==> src/ucb1_pkg.sv <==
// Shared types and constants for the UCB1 arm selector.
package ucb1_pkg;

    localparam int MAX_ARMS = 16;
    localparam int ARM_W    = 4;
    localparam int CNT_W    = 5;   // holds 1..MAX_ARMS
    localparam int VAL_W    = 32;
    localparam int DIVN_W   = 37;  // dividend width of the shared divider
    localparam int DIVD_W   = 33;  // divisor width of the shared divider
    localparam int SQIN_W   = 54;  // radicand width of the root unit
    localparam int ROOT_W   = 27;
    localparam int LOG_W    = 21;  // Q5.16 log2 of a 32-bit count
    localparam int LN_W     = 21;
    localparam int SCORE_W  = 45;
    localparam logic [15:0] LN2_Q16 = 16'd45426;

    // Configuration register indexes
    localparam logic CFG_ARMS = 1'b0;
    localparam logic CFG_GAIN = 1'b1;

    // Request codes
    localparam logic [1:0] ACT_NEXT   = 2'd0;
    localparam logic [1:0] ACT_REWARD = 2'd1;
    localparam logic [1:0] ACT_FAIL   = 2'd2;
    localparam logic [1:0] ACT_FINISH = 2'd3;

    // Per-arm record that travels around the ring of cells
    typedef struct packed {
        logic [VAL_W-1:0] mean;
        logic [VAL_W-1:0] pulls;
        logic             disc;
    } arm_t;

endpackage

==> src/ucb1_arm_cell.sv <==
// One ring cell: holds one arm record and takes its neighbor's on a shift.
module ucb1_arm_cell
    import ucb1_pkg::*;
(
    input  logic aclk,
    input  logic aresetn,
    input  logic shift,
    input  arm_t arm_in,
    output arm_t arm_out
);

    arm_t arm_reg;
    arm_t arm_next;

    always_comb begin
        arm_next = shift ? arm_in : arm_reg;
    end

    always_ff @(posedge aclk) begin
        if (!aresetn) begin
            arm_reg <= '0;
        end else begin
            arm_reg <= arm_next;
        end
    end

    assign arm_out = arm_reg;

endmodule

==> config.mk <==
export PLATFORM = sky130hd
export DESIGN_NAME = ucb1_arm_cell
export DESIGN_NICKNAME = d
export VERILOG_FILES = /design/src/ucb1_pkg.sv /design/src/ucb1_arm_cell.sv
export SDC_FILE = /design/constraint.sdc
export NUM_CORES = 1
export LEC_CHECK = 0
export ABC_CLOCK_PERIOD_IN_PS = 900
export BUFFER_PORTS_ARGS = -buffer_cell sky130_fd_sc_hd__buf_2
export CAP_MARGIN = 25
export CORE_MARGIN = 4
export CORE_UTILIZATION = 44
export DETAILED_ROUTE_END_ITERATION = 10
export PLACE_DENSITY = 0.79
export SLEW_MARGIN = 10
export SYNTH_ARGS = -nofsm -noshare
export SYNTH_HDL_FRONTEND = slang
export SYNTH_SLANG_ARGS = --single-unit
==> constraint.sdc <==
create_clock -name aclk -period 0.9 [get_ports aclk]
set_input_delay 0.045 -clock aclk [delete_from_list [all_inputs] [get_ports aclk]]
set_output_delay 0.045 -clock aclk [all_outputs]
set_load 0.01 [all_outputs]
==> results.yml <==
run_status:
  outcome: "completed"
finish:
  fin_cells: 479
  final_util_pct: 72.5
  fillers: 381
  multiInputGateArea_um2: 1060
  synthToLayoutAreaGrowth_pct: 59.3
  largest_reg_flops: 65
  diodes: 0
  layout.nets: 471
  drive_above_1_share_pct: 38.3
  regArea_um2: 1310
synth:
  synth_enable_flop_cells: 0
  synthFlopType: "dfxtp_1"
  synth_compound_area_share_pct: 0
  ys_ff_latch: 65
  synth_area_um2: 2500
  async_reset_ff_share_pct: 0
  synthDistinctLibCells: 8
  synthAdderAreaFrac_pct: 0
  synthMuxAreaShare_pct: 26.0
  synth_common_cells: "65 x dfxtp_1, 65 x mux2i_1, 65 x nor2b_1, 6 x clkbuf_1, 5 x buf_12"
  synth_xor_area_share_pct: 0
  yosysSeqAreaShare_pct: 51.9
  yosys.area.top_type: "dfxtp_1"
  yosys_warnings: 0
  syn_area_per_cell_um2: 12.0
  synth-simple-area-share_pct: 16.2
  synth_top_family_by_area: "multiplexers"
  syn_inst: 209
  synth_nets: 277
  synth.area.top_cells: "dfxtp_1 52%, mux2i_1 26%, nor2b_1 16%"
  synth_top_area_share_pct: 51.9
drt:
  num_vias: 2119
  vias_per_cell: 4.42
  routedWlPerCell_um: 13.5
  wl_mm: 6.45
  drt_pass1_iterations: 4
  drt_iter0_drc: 55
  drtAntennaViolNets: 0
  drcViolationCount: 0
die:
  pin_count: 133
  die_y_um: 83.5
  die_area_um2: 6960
  die_x_um: 83.5
  placementRows: 27
  start_util_pct: 45.5
  core_um2: 5510
timing:
  worst_slew_pin_slew_ns: 0.838
  holdWs_ns: 0.00185
  relSlewSlack_pct: 44.2
  rsz0062_at_grt: "false"
  setup_ws_ns: 0.0456
  clock_skew_ns: 0
  timing.fmax_mhz: 1170
  setup_viol: 0
  fin_crit_ns: 0.854
  hold_violations: 0
  tns_ns: 0
  fin_crit_sh_pct: 94.9
  slew_violations: 0
power:
  power_frac_comb_pct: 16.2
  switching_share_pct: 23.1
  ir_worst_vdd_uv: 1110
  leakagePower_nw: 2.02
  power.share.sequential_pct: 47.4
  internal-power_mw: 5.09
  pwr-share-clk_pct: 36.4
  switchingPower_mw: 1.53
  cellPowerDensity_nw_per_um2: 1660
worst_setup_path:
  path_buf_inv: 1
  slowest_delay_ns: 0.34
  crit_type: "flip-flop to output port"
  crit_family: "flip-flops"
  critical_path_required_ns: 0.85
  cpMaxStageDelayCell: "dfxtp_1"
  end_kind: "output port"
  crit_chain: "buf_2"
  crit_path_max_fanout: 2
  cp_data_arrival_time_ns: 0.81
  worstSetupStartpointType: "flip-flop"
clock_tree:
  clk_pin_slew_ns: 0.07
  cts_inserted_buffers: 9
  post_cts_buffers: 0
  root_buffer: "clkbuf_8"
  clock-sinks: 65
  clk_latency_ns: 0.32
  cts_buffer_depth: 2
  cts_tree: "yes"
  htreeDepth: 3
global_route:
  grt_pass1_vias: 2308
  grt_overflow: 0
  grt_pass1_wl_mm: 11.0
  grt_max_degree: 66
  grt_usage_pct: 19.3
  grt_antenna_before_repair: 0
placed_design:
  dp_slack_ns: -0.111
  io_buffer_count: 132
  post-dp-hpwl_mm: 3.78
  placed_cells: 405
  gp_congestion: 0.732
job:
  drv_cap: 0
hold_path:
  min_path_type: "input pin to flip-flop"
==> per-stage QoR <==
| step | area [um^2] | total power, mW |
|---|---|---|
| 5_1_grt | 3990 | 6.96 |
| 3_5_place_dp | 3190 | 4.05 |
| 2_1_floorplan | 2500 | 3.70 |
| 3_3_place_gp | 3190 | 4.03 |
| 4_1_cts | 3980 | 6.66 |
| 6_report | 3990 | 6.62 |
==> final timing paths <==
kind                                          startpoint  slack (ns)                  endpoint  depth (start not counted)
worst max-delay path            arm_out[11]$_SDFFE_PN0P_        0.05               arm_out[11]                          1
worst min-delay path                          arm_in[45]       0.002  arm_out[45]$_SDFFE_PN0P_                          3
worst max register to register  arm_out[11]$_SDFFE_PN0P_        0.25  arm_out[11]$_SDFFE_PN0P_                          2
worst min register to register   arm_out[7]$_SDFFE_PN0P_        0.51   arm_out[7]$_SDFFE_PN0P_                          2
==> power groups by stage <==
stage	registers [mW]	clock network (mW)	logic, mW
finish	3.14	2.41	1.07
global route	3.16	2.63	1.17
CTS	3.13	2.47	1.06
global placement	3.19	0	0.844
detailed placement	3.19	0	0.863
floorplan	3.28	0	0.422
==> area by class of cell <==
type | instances | share of cell area, %
tap | 72 | 2.26
multi-input combinational | 130 | 26.5
sequential | 65 | 32.7
timing repair buffer | 197 | 33.6
clock inverter | 3 | 1.00
clock buffer | 12 | 3.89
==> cells by family after synthesis <==
family        after synthesis
buf+inv                    14
mux                        65
flops                      65
simple gates               65
==> layout by cell type (no fill, tap or decap), types with 2 or more instances in the layout <==
cell           Yosys  routed
buf_2              1     130
nor2b_1           65      65
mux2i_1           65      65
dfxtp_2            0       4
clkbuf_8           0      11
buf_4              1       4
buf_12             5       3
clkinv_2           0       2
dfxtp_1           65      61
dlygate4sd3_1      0      59
==> repair_timing <==
item,in CTS,in global routing
endpoints found under the hold margin,59,0
resized for setup,0,5
endpoints found under the setup margin,0,5
hold buffers,59,0
==> per-layer routing <==
layer | share of wire [%] | global-route usage [%]
met5 | 0 | 0
met4 | 1.1 | 6.73
met3 | 9.0 | 8.09
met1 | 41 | 22.2
met2 | 49 | 32.2
No activity file was read; power rests on OpenSTA's default activity.
