**config.mk**
```make
export PLATFORM = sky130hd
export DESIGN_NAME = ucb1_div
export DESIGN_NICKNAME = d
export VERILOG_FILES = /design/src/ucb1_pkg.sv /design/src/ucb1_div.sv
export SDC_FILE = /design/constraint.sdc
export NUM_CORES = 1
export LEC_CHECK = 0
export BUFFER_PORTS_ARGS = -buffer_cell sky130_fd_sc_hd__clkbuf_2
export CAP_MARGIN = 0
export CORE_ASPECT_RATIO = 0.9
export CORE_UTILIZATION = 45
export CTS_CLUSTER_SIZE = 16
export DETAILED_ROUTE_END_ITERATION = 10
export GPL_TIMING_DRIVEN = 0
export PLACE_DENSITY = 0.66
export SETUP_SLACK_MARGIN = 0.5
export SLEW_MARGIN = 20
export SYNTH_ARGS = -nofsm -noshare
export SYNTH_HDL_FRONTEND = slang
export SYNTH_SLANG_ARGS = --single-unit
```
**constraint.sdc**
```tcl
create_clock -name aclk -period 3.75 [get_ports aclk]
set_input_delay 0.375 -clock aclk [delete_from_list [all_inputs] [get_ports aclk]]
set_output_delay 0.375 -clock aclk [all_outputs]
set_load 0.01 [all_outputs]
```
**src/ucb1_pkg.sv**
```systemverilog
// Shared types and constants for the UCB1 arm selector.
package ucb1_pkg;

    localparam int MAX_ARMS = 16;
    localparam int ARM_W    = 4;
    localparam int CNT_W    = 5;   // holds 1..MAX_ARMS
    localparam int VAL_W    = 32;
    localparam int DIVN_W   = 37;  // dividend width of the shared divider
    localparam int DIVD_W   = 33;  // divisor width of the shared divider
    localparam int SQIN_W   = 54;  // radicand width of the root unit
    localparam int ROOT_W   = 27;
    localparam int LOG_W    = 21;  // Q5.16 log2 of a 32-bit count
    localparam int LN_W     = 21;
    localparam int SCORE_W  = 45;
    localparam logic [15:0] LN2_Q16 = 16'd45426;

    // Configuration register indexes
    localparam logic CFG_ARMS = 1'b0;
    localparam logic CFG_GAIN = 1'b1;

    // Request codes
    localparam logic [1:0] ACT_NEXT   = 2'd0;
    localparam logic [1:0] ACT_REWARD = 2'd1;
    localparam logic [1:0] ACT_FAIL   = 2'd2;
    localparam logic [1:0] ACT_FINISH = 2'd3;

    // Per-arm record that travels around the ring of cells
    typedef struct packed {
        logic [VAL_W-1:0] mean;
        logic [VAL_W-1:0] pulls;
        logic             disc;
    } arm_t;

endpackage

```
**src/ucb1_div.sv**
```systemverilog
// Restoring unsigned divider, one quotient bit per cycle.
module ucb1_div
    import ucb1_pkg::*;
(
    input  logic              aclk,
    input  logic              aresetn,
    input  logic              start,
    input  logic [DIVN_W-1:0] dividend,
    input  logic [DIVD_W-1:0] divisor,
    output logic              done,
    output logic [DIVN_W-1:0] quotient
);

    logic [DIVD_W-1:0] rem_reg, rem_next;
    logic [DIVN_W-1:0] quo_reg, quo_next;
    logic [DIVD_W-1:0] dvs_reg, dvs_next;
    logic [5:0]        cnt_reg, cnt_next;
    logic              busy_reg, busy_next;
    logic              done_reg, done_next;
    logic [DIVD_W:0]   trial;
    logic [DIVD_W:0]   diff;

    always_comb begin
        trial     = {rem_reg, quo_reg[DIVN_W-1]};
        diff      = trial - {1'b0, dvs_reg};
        rem_next  = rem_reg;
        quo_next  = quo_reg;
        dvs_next  = dvs_reg;
        cnt_next  = cnt_reg;
        busy_next = busy_reg;
        done_next = 1'b0;
        if (start) begin
            rem_next  = '0;
            quo_next  = dividend;
            dvs_next  = divisor;
            cnt_next  = 6'(DIVN_W);
            busy_next = 1'b1;
        end else if (busy_reg) begin
            // one trial subtraction per step
            if (!diff[DIVD_W]) begin
                rem_next = diff[DIVD_W-1:0];
                quo_next = {quo_reg[DIVN_W-2:0], 1'b1};
            end else begin
                rem_next = trial[DIVD_W-1:0];
                quo_next = {quo_reg[DIVN_W-2:0], 1'b0};
            end
            cnt_next = cnt_reg - 6'd1;
            if (cnt_reg == 6'd1) begin
                busy_next = 1'b0;
                done_next = 1'b1;
            end
        end
    end

    always_ff @(posedge aclk) begin
        if (!aresetn) begin
            busy_reg <= 1'b0;
            done_reg <= 1'b0;
            cnt_reg  <= '0;
        end else begin
            busy_reg <= busy_next;
            done_reg <= done_next;
            cnt_reg  <= cnt_next;
        end
    end

    always_ff @(posedge aclk) begin
        rem_reg <= rem_next;
        quo_reg <= quo_next;
        dvs_reg <= dvs_next;
    end

    assign done     = done_reg;
    assign quotient = quo_reg;

endmodule

```
==> results of run 1 <==
## synth_stat cells (2+ instances only)
| library cell | instances |
|---|---|
| o21ai_0 | 28 |
| o211ai_1 | 5 |
| ha_1 | 35 |
| nand4_1 | 8 |
| a21oi_1 | 41 |
| a41oi_1 | 2 |
| a311oi_1 | 26 |
| nand2b_1 | 7 |
| nand3_1 | 32 |
| o32ai_1 | 3 |
| nor2_1 | 45 |
| nand3b_1 | 3 |
| o221ai_1 | 2 |
| dfxtp_1 | 41 |
| o21a_1 | 7 |
| a211o_1 | 2 |
| nor4_1 | 2 |
| nor3b_1 | 3 |
| o21bai_1 | 6 |
| buf_2 | 9 |
| clkbuf_2 | 2 |
| xor2_1 | 10 |
| a21oi_2 | 2 |
| clkbuf_1 | 21 |
| a31oi_1 | 6 |
| edfxtp_1 | 70 |
| a211oi_1 | 9 |
| a21boi_0 | 2 |
| inv_1 | 44 |
| nor3_1 | 13 |
| buf_6 | 4 |
| nor2b_1 | 8 |
| nand2_1 | 33 |
| o21ai_1 | 17 |
| mux2_2 | 37 |
| o31ai_1 | 3 |
| a21o_1 | 11 |
| buf_4 | 3 |
| and4_1 | 3 |
| xnor2_1 | 24 |
## final timing paths
| check | start | depth (start not counted) | end |
|---|---|---|---|
| min | divisor[1] | 1 | dvs_reg[1]$_DFFE_PP_ |
| max | dvs_reg[1]$_DFFE_PP_ | 13 | rem_reg[20]$_SDFFE_PP0P_ |
| max reg2reg | dvs_reg[1]$_DFFE_PP_ | 13 | rem_reg[20]$_SDFFE_PP0P_ |
| min reg2reg | cnt_reg[1]$_SDFFE_PP0P_ | 2 | cnt_reg[1]$_SDFFE_PP0P_ |
## worst max-delay path: stages, from the launching register on
cell and delay [ns]:
edfxtp_1 0.40, inv_1 0.07, ha_1 0.22, nor2b_4 0.13, o2111a_1 0.26, or4b_4 0.50, a21oi_4 0.21, o31a_4 0.19
or4_4 0.12, buf_6 0.12, and3_4 0.30, clkbuf_16 0.18, nor3_1 0.05, o32ai_1 0.31
## metrics by stage
stage | instances | hold WS (ns) | instance area, um2 | utilization [%]
2_1_floorplan | 646 | 0.4681 | 6482 | -
3_3_place_gp | 949 | 0.4925 | 7274 | 51.75
3_5_place_dp | 949 | 0.4965 | 7274 | 51.75
4_1_cts | 969 | 0.1713 | 7642 | 54.37
5_1_grt | 980 | 0.1726 | 7880 | 56.06
6_report | 980 | 0.1816 | 7880 | 56.06
## area by class of cell
| class | instances | area (um2) |
|---|---|---|
| clock inverters | 6 | 63.81 |
| flip-flops and latches | 111 | 2923 |
| well taps | 193 | 241.5 |
| multi-input cells | 452 | 3306 |
| clock buffers | 10 | 229.0 |
| repair buffers | 125 | 705.7 |
| fillers | 1236 | 6176 |
| inverters | 44 | 165.2 |
| plain buffers | 39 | 246.5 |
## power by group through the flow
stage / clock (uW) / sequential (uW) / combinational, uW
2_1_floorplan: 0 / 1530 / 598
3_3_place_gp: 0 / 1520 / 831
3_5_place_dp: 0 / 1520 / 850
4_1_cts: 981 / 1500 / 877
5_1_grt: 1010 / 1510 / 1040
6_report: 962 / 1500 / 947
## per-layer routing
layer  part of all wire [%]  vias to the layer above  GRT usage [%]
met5                      0                        -              0
met4                    2.0                        0          7.686
met3                    4.8                       30          4.755
met2                     47                      170          35.71
met1                     46                     2567          28.30
li1                       -                     2669              -
## timing repair
action,4_1_cts,5_1_grt
endpoints found under the setup margin,31,34
gates cloned,0,3
pin swaps,5,19
resized for setup,11,33
buffers inserted,4,8
## kinds of logic (layout without fill, tap and decap cells)
| kind of cell | Yosys count | in the layout | share of synthesized area, % |
|---|---|---|---|
| adder cells (fa/ha/maj) | 36 | 36 | 7.064 |
| flip-flops | 111 | 111 | 45.09 |
| buffers and inverters | 83 | 224 | 5.655 |
| multiplexers | 37 | 37 | 6.427 |
| XOR/XNOR | 34 | 34 | 4.594 |
| AO/OA/AOI/OAI | 181 | 181 | 18.72 |
| AND/OR/NAND/NOR | 164 | 164 | 12.45 |
==> impl_metrics.json, run 1 <==
{
  "p_sw_uw": 1089,
  "dpl.hpwl_mm": 11.58,
  "rsz0062_at_grt": "true",
  "outcome": "finished clean",
  "post-route-worst-setup-slack_ns": 0.5820,
  "design_power_total_uw": 3407,
  "grt_max_degree": 38,
  "clk-insertion-delay-late_ns": 0.36,
  "antenna_found_initial": 0,
  "syn_area_per_cell_um2": 10.03,
  "cp_data_required_time_ns": 4.00,
  "netlist_area_um2": 6482,
  "grt_pass1_wl_mm": 25.20,
  "drc": 0,
  "synthFlopType": "edfxtp_1",
  "cts_tree": "built",
  "rows": 41,
  "fp.dieH_um": 115.9,
  "synth_top_cell_area_share_pct": 32.43,
  "layout_min_cycle_time_ns": 3.168,
  "first_global_vias": 5180,
  "hold_class": "in2reg",
  "start_util_pct": 46.12,
  "worst_setup_path_start_kind": "register",
  "io_pins": 111,
  "synth_seq_cells": 111,
  "r2r_slack_ns": 0.58,
  "p_int_uw": 2318,
  "timing.fmax_ghz": 0.3157,
  "dieArea_um2": 14890,
  "slew_violations": 0,
  "p_sw_share_pct": 31.97,
  "postSynth.asyncResetShare_pct": 0,
  "largest_register_ff_count": 37,
  "ys_types": 57,
  "critical_path_class": "reg2reg",
  "clock_path_buffers": 2,
  "setup_violations": 0,
  "drt-total-wl_mm": 16.08,
  "track_usage_pct": 21.72,
  "hold_buffers": 0,
  "place_ws_ns": 0.3286,
  "cts-root-buf": "clkbuf_16",
  "synth_cells": 646,
  "h-tree-depth": 3,
  "tightest_slew_ns": 0.9155,
  "yosysWarnings": 0,
  "first_pass_iters": 5,
  "nNetsFinal": 891,
  "pwr-share-comb_pct": 27.8,
  "die_w_um": 128.5,
  "routed-via-count": 5436,
  "drive_gt1_share_pct": 28.46,
  "worstSetupEndpointType": "register",
  "path_clk_slew_ns": 0.08,
  "place.gp.congestion": 0.8737,
  "maxCapViolCount": 0,
  "core_area_um2": 14060,
  "syn_nets": 755,
  "final_cell_mix": "clkbuf_2, edfxtp_1, nor2_1",
  "yosys-top-cells-area": "edfxtp_1, dfxtp_1, ha_1",
  "cellLeakagePower_uw": 0.003251,
  "fin_tns_setup_ns": 0,
  "fin_crit_sh_pct": 84.48,
  "slew_headroom_pct": 38.97,
  "synth_edf_count": 70,
  "clock-sinks": 111,
  "io_buffers": 110,
  "pwr-share-seq_pct": 44.0,
  "worstPathMaxFanout": 7,
  "drt-wirelength-per-cell_um": 16.41,
  "p_clk_share_pct": 28.2,
  "drt_iter0_markers": 458,
  "ys_seq_area_share_pct": 45.09,
  "overflow": 0,
  "finalHoldViolCount": 0,
  "area_growth_pct": 21.56,
  "cts_inserted_buffers": 9,
  "antenna_cells": 0,
  "worstPathArrival_ns": 3.42,
  "ant_nets": 0,
  "powerDensity_nw_per_um2": 432.4,
  "yosys.area.top_type": "edfxtp_1",
  "vdd_drop_max_mv": 0.2473,
  "final_common_cell": "clkbuf_2",
  "fin_skew_ns": 0.01518,
  "via_per_inst": 5.547
}
No activity file was read; power rests on OpenSTA's default activity.
==> run 2: changes to the inputs <==
Settings changed: ABC_AREA from default to 1, PLACE_DENSITY 0.66 to 0.65.
Clock period 3.75 ns to 3.25 ns, I/O delays scaled along.
==> impl_metrics.json, run 2 <==
{
  "outcome": "finished clean",
  "synth_cells": 1100,
  "layout_min_cycle_time_ns": 2.480,
  "ys_types": 35,
  "ys_seq_area_share_pct": 39.22,
  "ant_nets": 0,
  "synth_xor_area_share_pct": 1.880,
  "drt-total-wl_mm": 18.45,
  "powerDensity_nw_per_um2": 376.6,
  "drt-wirelength-per-cell_um": 12.88,
  "critical_path_class": "in2reg",
  "maxCapViolCount": 0,
  "track_usage_pct": 23.02,
  "finalHoldViolCount": 0,
  "antenna_found_initial": 0,
  "worstPathMaxFanout": 37,
  "fp.dieH_um": 124.1,
  "yosysWarnings": 0,
  "grt_max_degree": 38,
  "drc": 0,
  "yosys-top-cells-count": "nand2_1, inv_1, nand3_1",
  "place_ws_ns": 0.1766,
  "post-route-worst-setup-slack_ns": 0.7696,
  "clk-insertion-delay-late_ns": 0.37,
  "cts_tree": "built",
  "syn_nets": 1209,
  "dieArea_um2": 17080,
  "worstHoldStart": "divisor[3]",
  "h-tree-depth": 3,
  "via_per_inst": 4.641,
  "synthFlopType": "edfxtp_1",
  "worstSetupEndpointType": "register",
  "synth_top_cell_area_share_pct": 28.21,
  "overflow": 0,
  "start_util_pct": 46.04,
  "hold_class": "in2reg",
  "path_clk_slew_ns": 0.09,
  "first_global_vias": 6216,
  "synth_mux_area_share_pct": 0,
  "postSynth.asyncResetShare_pct": 0,
  "worstPathArrival_ns": 2.47,
  "final_common_cell": "nand2_1",
  "rsz0062_at_grt": "false",
  "netlist_area_um2": 7452,
  "synth_fa_ha_area_share_pct": 6.145,
  "fin_crit_sh_pct": 76.32,
  "timing.fmax_ghz": 0.4032,
  "yosys-top-cells-area": "edfxtp_1, nand2_1, dfxtp_1",
  "synthSimpleGateAreaFrac_pct": 37.39,
  "tightest_slew_ns": 0.8183,
  "fillers": 1676,
  "synth_seq_cells": 111,
  "antenna_cells": 0,
  "synth_top_family_by_area": "simple AND/OR/NAND/NOR gates",
  "worst_setup_path_start_kind": "primary input",
  "die_w_um": 137.6,
  "core_area_um2": 16190,
  "cp_data_required_time_ns": 3.24,
  "final_cell_mix": "nand2_1, inv_1, clkbuf_2",
  "post_cts_resized": 0,
  "largest_register_ff_count": 37,
  "drive_gt1_share_pct": 13.78,
  "hold_buffers": 0,
  "nNetsFinal": 1330,
  "syn_area_per_cell_um2": 6.775,
  "post_cts.repair.setup_buffers": 0,
  "clock_path_buffers": 2,
  "slew_headroom_pct": 45.44,
  "dpl.hpwl_mm": 14.56,
  "cts-root-buf": "clkbuf_16",
  "fin_tns_setup_ns": 0,
  "r2r-start": "quotient[36]$_DFFE_PP_",
  "rows": 44,
  "place.gp.congestion": 0.9505,
  "fin_skew_ns": 0.01535,
  "yosys.area.top_type": "edfxtp_1",
  "routed-via-count": 6651,
  "synth-compound-area-share_pct": 2.199,
  "first_pass_iters": 5,
  "clock-sinks": 111,
  "slew_violations": 0,
  "io_buffers": 110,
  "cellLeakagePower_uw": 0.004864,
  "cts_inserted_buffers": 9,
  "area_growth_pct": 14.89,
  "synth_most_common_cell": "nand2_1",
  "io_pins": 111,
  "grt_pass1_wl_mm": 30.04,
  "vdd_drop_max_mv": 0.3271,
  "setup_violations": 0,
  "synth_edf_count": 70,
  "crit_path_start": "start",
  "drt_iter0_markers": 369
}
run 2: changes by cell type after synthesis, moves of 14 or more:
cell / delta
a311oi_1: -26
o21ai_0: -25
nand3_1: +66
nand2_1: +427
mux2_2: -37
inv_1: +174
xnor2_1: -14
o21ai_1: -15
nand2_2: +15
a21oi_1: -24
run 2: worst paths after layout:
| kind | depth (start not counted) | to | slack, ns |
|---|---|---|---|
| min reg2reg | 2 | cnt_reg[5]$_SDFFE_PN0P_ | 0.47 |
| min | 1 | dvs_reg[3]$_DFFE_PP_ | 0.13 |
| max reg2reg | 17 | rem_reg[24]$_SDFFE_PP0P_ | 0.77 |
| max | 5 | quotient[2]$_DFFE_PP_ | 0.77 |
run 2: power by group:
group	internal, uW	switching [uW]	total [uW]
Combinational	165	289	454
Clock	546	579	1130
Sequential	1600	42.0	1650
run 2: cell families after synthesis:
kind of cell               Yosys count
AOI/OAI and AO/OA                   29
adders and majority gates           36
xor gates and xnor gates            16
buffers and inverters              245
and+or+nand+nor                    663
DFF                                111
run 2: metal layers:
metal	vias to the layer above	track usage, %	routed length [um]
met5	-	0	0
met3	13	5.576	984
met4	0	4.670	239
met2	159	37.53	8161
met1	2888	30.85	9067
li1	3591	-	-
run 2: layout make-up:
type	count	area [um2]	share of cell area (%)
Clock inverter	7	75.07	0.8768
Multi-Input combinational cell	744	3548	41.44
Buffer	25	155.1	1.812
Clock buffer	9	225.2	2.630
Timing Repair Buffer	110	550.5	6.430
Sequential cell	111	2923	34.14
Inverter	220	825.8	9.645
Tap cell	207	259.0	3.025
run 2: critical path, cell delays in order:
cell	delay [ns]
buf_2	0.62
clkbuf_1	0.34
nor2_1	0.22
clkbuf_1	0.29
inv_2	0.64
run 2: per-stage QoR:
stage	hold slack [ns]	instances	total power (uW)	cell area, um2	utilization, %
after floorplan	0.4239	1100	1950	7452	-
after global placement	0.4589	1417	2128	8262	51.04
after detailed placement	0.4612	1417	2131	8262	51.04
after CTS	0.1122	1433	3257	8562	52.90
after global routing	0.1105	1433	3381	8562	52.90
final	0.1279	1433	3225	8562	52.90
