`config.mk`:
```
export PLATFORM = sky130hd
export DESIGN_NAME = ucb1_sqrt
export DESIGN_NICKNAME = d
export VERILOG_FILES = /design/src/ucb1_pkg.sv /design/src/ucb1_sqrt.sv
export SDC_FILE = /design/constraint.sdc
export NUM_CORES = 1
export LEC_CHECK = 0
export ABC_AREA = 1
export BUFFER_PORTS_ARGS = -buffer_cell sky130_fd_sc_hd__buf_4
export CELL_PAD_IN_SITES_DETAIL_PLACEMENT = 0
export CELL_PAD_IN_SITES_GLOBAL_PLACEMENT = 1
export CORE_UTILIZATION = 25
export DETAILED_ROUTE_END_ITERATION = 7
export MAX_ROUTING_LAYER = met4
export PLACE_DENSITY = 0.57
export SLEW_MARGIN = 10
export SYNTH_ARGS = -nofsm -noshare
export SYNTH_HDL_FRONTEND = slang
export SYNTH_SLANG_ARGS = --single-unit
```
`constraint.sdc`:
```
create_clock -name aclk -period 4.3 [get_ports aclk]
set_input_delay 0.86 -clock aclk [delete_from_list [all_inputs] [get_ports aclk]]
set_output_delay 0.86 -clock aclk [all_outputs]
set_load 0.005 [all_outputs]
```
`src/ucb1_pkg.sv`:
```
// Shared types and constants for the UCB1 arm selector.
package ucb1_pkg;

    localparam int MAX_ARMS = 16;
    localparam int ARM_W    = 4;
    localparam int CNT_W    = 5;   // holds 1..MAX_ARMS
    localparam int VAL_W    = 32;
    localparam int DIVN_W   = 37;  // dividend width of the shared divider
    localparam int DIVD_W   = 33;  // divisor width of the shared divider
    localparam int SQIN_W   = 54;  // radicand width of the root unit
    localparam int ROOT_W   = 27;
    localparam int LOG_W    = 21;  // Q5.16 log2 of a 32-bit count
    localparam int LN_W     = 21;
    localparam int SCORE_W  = 45;
    localparam logic [15:0] LN2_Q16 = 16'd45426;

    // Configuration register indexes
    localparam logic CFG_ARMS = 1'b0;
    localparam logic CFG_GAIN = 1'b1;

    // Request codes
    localparam logic [1:0] ACT_NEXT   = 2'd0;
    localparam logic [1:0] ACT_REWARD = 2'd1;
    localparam logic [1:0] ACT_FAIL   = 2'd2;
    localparam logic [1:0] ACT_FINISH = 2'd3;

    // Per-arm record that travels around the ring of cells
    typedef struct packed {
        logic [VAL_W-1:0] mean;
        logic [VAL_W-1:0] pulls;
        logic             disc;
    } arm_t;

endpackage

```
`src/ucb1_sqrt.sv`:
```
// Digit-by-digit integer square root, one root bit per cycle.
module ucb1_sqrt
    import ucb1_pkg::*;
(
    input  logic              aclk,
    input  logic              aresetn,
    input  logic              start,
    input  logic [SQIN_W-1:0] radicand,
    output logic              done,
    output logic [ROOT_W-1:0] root
);

    logic [SQIN_W-1:0] src_reg, src_next;
    logic [30:0]       rem_reg, rem_next;
    logic [ROOT_W-1:0] root_reg, root_next;
    logic [4:0]        cnt_reg, cnt_next;
    logic              busy_reg, busy_next;
    logic              done_reg, done_next;
    logic [30:0]       rem_sh;
    logic [30:0]       trial;

    always_comb begin
        rem_sh    = {rem_reg[28:0], src_reg[SQIN_W-1:SQIN_W-2]};
        trial     = {2'b00, root_reg, 2'b01};
        src_next  = src_reg;
        rem_next  = rem_reg;
        root_next = root_reg;
        cnt_next  = cnt_reg;
        busy_next = busy_reg;
        done_next = 1'b0;
        if (start) begin
            src_next  = radicand;
            rem_next  = '0;
            root_next = '0;
            cnt_next  = 5'(ROOT_W);
            busy_next = 1'b1;
        end else if (busy_reg) begin
            // bring down two radicand bits, try the next root bit
            src_next = {src_reg[SQIN_W-3:0], 2'b00};
            if (rem_sh >= trial) begin
                rem_next  = rem_sh - trial;
                root_next = {root_reg[ROOT_W-2:0], 1'b1};
            end else begin
                rem_next  = rem_sh;
                root_next = {root_reg[ROOT_W-2:0], 1'b0};
            end
            cnt_next = cnt_reg - 5'd1;
            if (cnt_reg == 5'd1) begin
                busy_next = 1'b0;
                done_next = 1'b1;
            end
        end
    end

    always_ff @(posedge aclk) begin
        if (!aresetn) begin
            busy_reg <= 1'b0;
            done_reg <= 1'b0;
            cnt_reg  <= '0;
        end else begin
            busy_reg <= busy_next;
            done_reg <= done_next;
            cnt_reg  <= cnt_next;
        end
    end

    always_ff @(posedge aclk) begin
        src_reg  <= src_next;
        rem_reg  <= rem_next;
        root_reg <= root_next;
    end

    assign done = done_reg;
    assign root = root_reg;

endmodule

```
==> results.sh, run 1 <==
export IMPL_ys_seq_elements=117
export IMPL_grt_pass1_vias=6302
export IMPL_num_vias=6365
export IMPL_power_switching_share_pct=50.7
export IMPL_largest_reg_flops=54
export IMPL_final_hold_viol_count=0
export IMPL_dp_hpwl_mm=15.6
export IMPL_status="complete, no violations"
export IMPL_p_leak_uw=0.00443
export IMPL_place_worst_setup_slack_ns=1.40
export IMPL_rows=61
export IMPL_finalSetupViolations=0
export IMPL_cts_root_buffer="clkbuf_16"
export IMPL_critPathMaxStageDelay_ns=0.89
export IMPL_clk_latency_ns=0.42
export IMPL_fillers=3114
export IMPL_skew_ns=0.00963
export IMPL_critPathLaunchType="register"
export IMPL_synth_largest_area_cell="nand2_1"
export IMPL_hold_buffers=0
export IMPL_fin_crit_sh_pct=66.3
export IMPL_final_cell_mix="438 x nand2_1, 153 x inv_1, 90 x buf_4"
export IMPL_first_iter_violations=384
export IMPL_rsz0062_at_grt="no"
export IMPL_powerDensity_nw_per_um2=838
export IMPL_vias_per_cell=4.26
export IMPL_synth_compound_area_share_pct=6.20
export IMPL_synthDistinctLibCells=38
export IMPL_tightestPinTransition_ns=1.05
export IMPL_power_uw=7260
export IMPL_grt_max_degree=66
export IMPL_p_int_uw=3580
export IMPL_synth_xor_area_share_pct=1.86
export IMPL_maxCapViolCount=0
export IMPL_tns_ns=0
export IMPL_syn_num_nets=1112
export IMPL_cts_resized=0
export IMPL_syn2layout_area_growth_pct=22.5
export IMPL_antenna_found_initial=0
export IMPL_post_synth_top_area_fraction_pct=23.2
export IMPL_grt_overflow=0
export IMPL_n_antenna_cell=0
export IMPL_finalNetCount=1190
export IMPL_r2r_cells=7
export IMPL_cp_num_cells=7
export IMPL_critPathMaxFanout=25
export IMPL_grt_pass1_wl_mm=33.1
export IMPL_cp_required_ns=4.66
export IMPL_drive_gt1_share_pct=13.5
export IMPL_synth_fa_ha_area_share_pct=5.48
export IMPL_drc_errors=0
export IMPL_dieArea_sq_um=29000
export IMPL_synth_area_leaders="nand2_1 23%, edfxtp_1 23%, dfxtp_1 18%"
export IMPL_switchingPower_uw=3680
export IMPL_yosys_area_share_simple_pct=35.0
export IMPL_post_cts_buffers=0
export IMPL_whs_path_depth=2
export IMPL_synth_area_sq_um=7080
export IMPL_io_pins=85
export IMPL_cts_tree="built"
export IMPL_htree_levels=4
export IMPL_syn_inst=1024
export IMPL_combPwrFrac_pct=59.1
export IMPL_grtUsageTotal_pct=15.4
export IMPL_clkPwrFrac_pct=20.7
export IMPL_postRouteAntennaNets=0
export IMPL_ys_warnings_count=0
export IMPL_holdWs_ns=0.457
export IMPL_syn_avg_cell_area_sq_um=6.91
export IMPL_cp_cell_sequence="inv_2 > nor2_4 > clkinv_1 > buf_4 > a21oi_1 > o21ai_0 > nand2_1"
export IMPL_cts_buffers=17
export IMPL_core_sq_um=27800
export IMPL_seqPwrFrac_pct=20.2
export IMPL_min_period_ns=2.85
export IMPL_cp_arrival_ns=3.22
export IMPL_final_setup_worst_slack_ns=1.45
export IMPL_drt_total_wl_mm=20.7
export IMPL_fp_dieW_microns=170
export IMPL_fp_dieH_microns=170
export IMPL_clk_pin_slew_ns=0.06
export IMPL_gp_congestion=0.791
export IMPL_final_common_cell="nand2_1"
export IMPL_ir_drop_v=0.000730
export IMPL_clock_sinks=117
export IMPL_clock_fmax_ghz=0.351
export IMPL_crit_family="buffers and inverters"
export IMPL_slowest_stage="dfxtp_1"
export IMPL_cts_max_path_buffers=2
export IMPL_synth_top_family_by_area="simple AND/OR/NAND/NOR gates"
export IMPL_criticalPathCategory="reg2reg"
export IMPL_final_max_slew_viol_count=0
export IMPL_port_buffers=84
export IMPL_yosysSeqAreaShare_pct=40.7
export IMPL_hp_class="reg2reg"
export IMPL_cp_end_kind="register"
export IMPL_slew_headroom_pct=29.7
export IMPL_finalInstanceArea_sq_um=8670
export IMPL_firstDrtPassIters=4
export IMPL_post_drt_wl_per_cell_microns=13.8
export IMPL_place_area_sq_um=8060
export IMPL_path_buf_inv=3
export IMPL_muxShareOfSynthArea_pct=0
export IMPL_start_util_pct=25.5
[through the flow]
step | util (%) | cells
floorplan | - | 1024
global placement | 29.0 | 1461
detailed placement | 29.0 | 1461
CTS | 31.2 | 1493
global route | 31.2 | 1493
finish | 31.2 | 1493
[cell families (layout without fill, tap and decap cells)]
logic type,count (synthesis),count (layout)
and+or+nand+nor,597,597
xor gates and xnor gates,15,15
adders and majority gates,31,31
DFF,117,117
AOI/OAI and AO/OA,75,75
buffers and inverters,189,280
[cells in the mapped netlist (all sizes together)]
cell and n:
inv 157, buf 14, nand4 21, nor3 4, o22ai 26, o21bai 1
a21oi 25, a31oi 2, dfxtp 63, or2 3, clkinv 1, nand3b 2
o211ai 6, nor2 59, a221oi 1, xor2 4, clkbuf 17, ha 31
xnor2 11, o21ai 14, nand3 53, edfxtp 54, and2 8, nand2 447
[path summary, 6_finish.rpt]
kind                 end  slack, ns   startpoint
min          rem_reg[28]       0.46  rem_reg[28]
max reg2reg  rem_reg[11]       1.45     busy_reg
max          rem_reg[11]       1.45     busy_reg
min reg2reg  rem_reg[28]       0.46  rem_reg[28]
[layout make-up]
cell class	count	area, sq um	share of cell area (%)
sequential	117	2880	33.3
timing repair buffer	90	676	7.79
inverter	158	594	6.86
tap	378	473	5.46
clock buffer	17	425	4.91
multi-input combinational	718	3440	39.6
clock inverter	15	181	2.09
[power groups by stage]
stage / clock network [uW] / registers, uW / logic (uW)
finish: 1500 / 1470 / 4290
global route: 1590 / 1490 / 4930
CTS: 1540 / 1470 / 4340
detailed placement: 0 / 1490 / 4320
global placement: 0 / 1500 / 4320
floorplan: 0 / 1440 / 3500
[metal layers]
metal | up-vias | GRT usage [%] | part of all wire [%]
met1 | 2844 | 19.7 | 49
met3 | 19 | 2.79 | 3.6
met4 | 0 | 4.31 | 1.6
met5 | - | - | 0
li1 | 3374 | - | -
met2 | 128 | 24.7 | 46
[worst min-delay path: stages, from the launching register on]
cell     delay, ns
dfxtp_1       0.31
nand2_1       0.06
nand2_1       0.04
(Power assumes the default switching activity.)
==> run 2: changes to the inputs <==
- PLACE_DENSITY: 0.57 -> 0.59
- clock period: 4.3 -> 2.3 ns (I/O delays scaled with it)
==> results.sh, run 2 (synthesized netlist as in run 1, its figures left out) <==
export IMPL_status="complete, no violations"
export IMPL_maxCapViolCount=0
export IMPL_dp_hpwl_mm=16.1
export IMPL_final_common_cell="nand2_1"
export IMPL_clk_pin_slew_ns=0.06
export IMPL_fp_dieH_microns=170
export IMPL_ir_drop_v=0.000991
export IMPL_tightestPinTransition_ns=0.570
export IMPL_critPathLaunchType="register"
export IMPL_fin_crit_sh_pct=93.8
export IMPL_cp_required_ns=2.61
export IMPL_antenna_found_initial=0
export IMPL_firstDrtPassIters=5
export IMPL_cts_buffers=17
export IMPL_crit_top_cell="nand2_1"
export IMPL_gp_congestion=0.879
export IMPL_hp_class="in2reg"
export IMPL_htree_levels=4
export IMPL_grt_pass1_wl_mm=34.7
export IMPL_final_setup_worst_slack_ns=0.143
export IMPL_post_drt_wl_per_cell_microns=13.8
export IMPL_critPathMaxStageDelay_ns=0.33
export IMPL_clock_sinks=117
export IMPL_first_iter_violations=277
export IMPL_final_cell_mix="427 x nand2_1, 148 x inv_1, 145 x buf_4"
export IMPL_drc_errors=0
export IMPL_path_buf_inv=4
export IMPL_grt_max_degree=57
export IMPL_drive_gt1_share_pct=22.9
export IMPL_min_period_ns=2.16
export IMPL_cts_tree="built"
export IMPL_cp_end_kind="register"
export IMPL_port_buffers=84
export IMPL_cp_arrival_ns=2.47
export IMPL_criticalPathCategory="reg2reg"
export IMPL_io_pins=85
export IMPL_finalSetupViolations=0
export IMPL_dieArea_sq_um=29000
export IMPL_fp_dieW_microns=170
export IMPL_slew_headroom_pct=62.0
export IMPL_largest_reg_flops=54
export IMPL_final_max_slew_viol_count=0
export IMPL_grt_overflow=0
export IMPL_cts_max_path_buffers=2
export IMPL_place_area_sq_um=8560
export IMPL_core_sq_um=27800
export IMPL_start_util_pct=25.5
export IMPL_p_leak_uw=0.00477
export IMPL_powerDensity_nw_per_um2=1690
export IMPL_n_antenna_cell=0
export IMPL_grt_pass1_vias=6608
export IMPL_clock_fmax_ghz=0.464
export IMPL_grtUsageTotal_pct=15.9
export IMPL_critPathMaxFanout=5
export IMPL_num_vias=6592
export IMPL_postRouteAntennaNets=0
export IMPL_crit_family="simple AND/OR/NAND/NOR gates"
export IMPL_slowest_stage="dfxtp_1"
export IMPL_vias_per_cell=4.24
export IMPL_cts_root_buffer="clkbuf_16"
export IMPL_finalInstanceArea_sq_um=9560
export IMPL_syn2layout_area_growth_pct=35.1
export IMPL_cp_cell_sequence="inv_1 > ha_2 > nand2_2 > inv_1 > nand2_1 > nand2_1 > inv_1 > nand2_1 > a21oi_4 > buf_4 > nand3_2 > or2_2 > nand3_1 > nand2_1"
export IMPL_skew_ns=0.0133
export IMPL_rows=61
export IMPL_final_hold_viol_count=0
export IMPL_drt_total_wl_mm=21.5
export IMPL_finalNetCount=1252
export IMPL_holdWs_ns=0.275
export IMPL_place_worst_setup_slack_ns=-0.0237
export IMPL_clk_latency_ns=0.43
[run 2: repair_timing]
action | CTS | global route
resized for setup | 2 | 72
endpoints found under the setup margin | 6 | 29
pin swaps | 2 | 11
gates cloned | 1 | 1
endpoints found under the hold margin | 0 | 0
setup buffers | 1 | 1
hold buffers | 0 | 0
[run 2: layout make-up]
class                           count  area (sq um)
Sequential cell                   117          2890
Fill cell                        3132         18200
Timing Repair inverter              1          7.51
Tap cell                          378           473
Clock inverter                     15           144
Inverter                          158           598
Multi-Input combinational cell    719          3830
Clock buffer                       17           425
Timing Repair Buffer              150          1190
[run 2: routing by layer]
layer | track usage, % | wire length [microns] | up-vias | part of all wire, %
met5 | - | 0 | - | 0
met4 | 4.15 | 251 | 0 | 1.2
met3 | 3.00 | 711 | 18 | 3.3
met2 | 25.5 | 9950 | 112 | 46
met1 | 20.4 | 10600 | 2957 | 49
li1 | - | - | 3505 | -
[run 2: power by group]
group          switching (uW)  internal, uW
combinational            6450          4330
sequential                239          2510
clock                    1100          1510
total                    7790          8350
[run 2: worst paths after layout]
check	from	end	slack (ns)	cells past startpoint
worst max-delay path	root[19]	rem_reg[13]	0.14	14
worst min-delay path	start	rem_reg[27]	0.27	2
worst max register to register	root[19]	rem_reg[13]	0.14	14
worst min register to register	rem_reg[28]	rem_reg[28]	0.47	2
[run 2: through the flow]
stage,util [%],instances,total power [uW],setup TNS [ns]
after global routing,34.4,1555,17500,-0.000932
after global placement,30.8,1519,12600,0
after detailed placement,30.8,1519,12500,-0.0353
after floorplan,-,1024,9220,0
final,34.4,1555,16100,0
after CTS,33.0,1553,15400,0
==> run 3: changes to the inputs <==
- CORE_UTILIZATION: 25 -> 38
- PLACE_DENSITY: 0.59 -> 0.81
- clock period: 2.3 -> 1.85 ns (I/O delays scaled with it)
==> results.sh, run 3 (synthesized netlist as in run 1, its figures left out) <==
export IMPL_status="complete, but fails checks"
export IMPL_violations="DRC, setup timing"
export IMPL_hold_buffers=0
export IMPL_first_iter_violations=368
export IMPL_gp_congestion=0.927
export IMPL_fin_crit_sh_pct=110
export IMPL_num_vias=7184
export IMPL_clk_pin_slew_ns=0.06
export IMPL_post_drt_wl_per_cell_microns=13.2
export IMPL_finalNetCount=1395
export IMPL_critPathLaunchType="register"
export IMPL_grt_pass1_vias=7308
export IMPL_core_sq_um=18100
export IMPL_grt_max_degree=50
export IMPL_io_pins=85
export IMPL_cts_max_path_buffers=2
export IMPL_syn2layout_area_growth_pct=54.5
export IMPL_tightestPinTransition_ns=0.411
export IMPL_vias_per_cell=4.64
export IMPL_hp_class="in2reg"
export IMPL_grt_overflow=0
export IMPL_clock_fmax_ghz=0.492
export IMPL_dp_hpwl_mm=14.7
export IMPL_min_period_ns=2.03
export IMPL_cp_end_kind="register"
export IMPL_powerDensity_nw_per_um2=2140
export IMPL_htree_levels=4
export IMPL_rows=49
export IMPL_cts_root_buffer="clkbuf_16"
export IMPL_drc_errors=8
export IMPL_antenna_found_initial=0
export IMPL_clock_sinks=117
export IMPL_final_max_slew_viol_count=0
export IMPL_drt_total_wl_mm=20.5
export IMPL_n_antenna_cell=0
export IMPL_drive_gt1_share_pct=40.3
export IMPL_maxCapViolCount=0
export IMPL_cp_required_ns=2.17
export IMPL_dieArea_sq_um=19200
export IMPL_slew_headroom_pct=72.6
export IMPL_firstDrtPassIters=7
export IMPL_cts_buffers=17
export IMPL_p_leak_uw=0.00559
export IMPL_ir_drop_v=0.00137
export IMPL_grtUsageTotal_pct=22.9
export IMPL_finalSetupViolations=30
export IMPL_finalInstanceArea_sq_um=10900
export IMPL_tns_ns=-3.45
export IMPL_rsz0062_at_grt="yes"
export IMPL_clk_latency_ns=0.42
export IMPL_cts_tree="built"
export IMPL_postRouteAntennaNets=0
export IMPL_fillers=1648
export IMPL_final_hold_viol_count=0
export IMPL_port_buffers=84
export IMPL_grt_pass1_wl_mm=34.1
export IMPL_largest_reg_flops=54
export IMPL_final_cell_mix="382 x nand2_1, 277 x buf_4, 127 x inv_1"
export IMPL_skew_ns=0.0111
export IMPL_critPathMaxFanout=5
export IMPL_criticalPathCategory="reg2reg"
export IMPL_fp_dieW_microns=138
export IMPL_cp_arrival_ns=2.35
export IMPL_final_common_cell="nand2_1"
export IMPL_fp_dieH_microns=138
export IMPL_place_area_sq_um=9510
export IMPL_start_util_pct=39.1
export IMPL_final_setup_worst_slack_ns=-0.183
[run 3: final cells by class]
class	instances	area (sq um)	share of cell area (%)
Tap cell	229	287	2.62
Inverter	158	597	5.46
Multi-Input combinational cell	718	4230	38.7
Timing Repair inverter	1	7.51	0.0686
Clock buffer	17	425	3.89
Timing Repair Buffer	294	2310	21.1
Clock inverter	15	170	1.56
Sequential cell	117	2910	26.6
[run 3: metal layers]
metal,GRT usage [%],up-vias,routed length (microns)
met5,-,-,0
met4,8.99,0,440
met3,4.26,32,772
met2,37.9,150,9700
met1,27.6,3222,9590
li1,-,3780,-
[run 3: what timing repair did]
action / CTS / global route
pin swaps: 29 / 33
hold endpoints to repair: 0 / 0
setup endpoints to repair: 30 / 30
cloned: 2 / 0
buffers inserted: 16 / 9
resized for setup: 87 / 111
[run 3: power by group]
part | leakage, uW | internal (uW) | total (uW) | switching [uW]
clock network | 0.000287 | 2010 | 3340 | 1330
registers | 0.00108 | 3130 | 3400 | 267
logic | 0.00422 | 7630 | 16700 | 9040
[run 3: path summary, 6_finish.rpt]
kind	from	end	slack (ns)	cells after the start
worst max-delay path	root[2]	rem_reg[1]	-0.18	14
worst min register to register	rem_reg[28]	rem_reg[28]	0.45	2
worst min-delay path	radicand[0]	src_reg[0]	0.20	3
worst max register to register	root[2]	rem_reg[1]	-0.18	14
[run 3: critical path, cell delays in order (launching register included)]
cell and delay, ns:
dfxtp_2 0.33, inv_2 0.05, ha_4 0.25, nand2_2 0.06, nand2_2 0.06, a21oi_2 0.13, nand2_2 0.09, nand2_2 0.08
nand2_2 0.07, nand2_2 0.08, nand3_4 0.16, buf_6 0.19, buf_6 0.12, o211ai_1 0.17, nand2_1 0.07
[run 3: per-stage QoR]
step                total power [uW]  std cells  worst slack (ns)  utilization, %  hold WS [ns]
detailed placement             16600       1492            -0.415            52.6         0.448
global route                   25200       1549            -0.304            60.5         0.198
floorplan                      11800       1024           0.00255               -         0.427
CTS                            21600       1542            -0.192            58.2         0.182
finish                         23400       1549            -0.183            60.5         0.197
global placement               16500       1492            -0.349            52.6         0.445
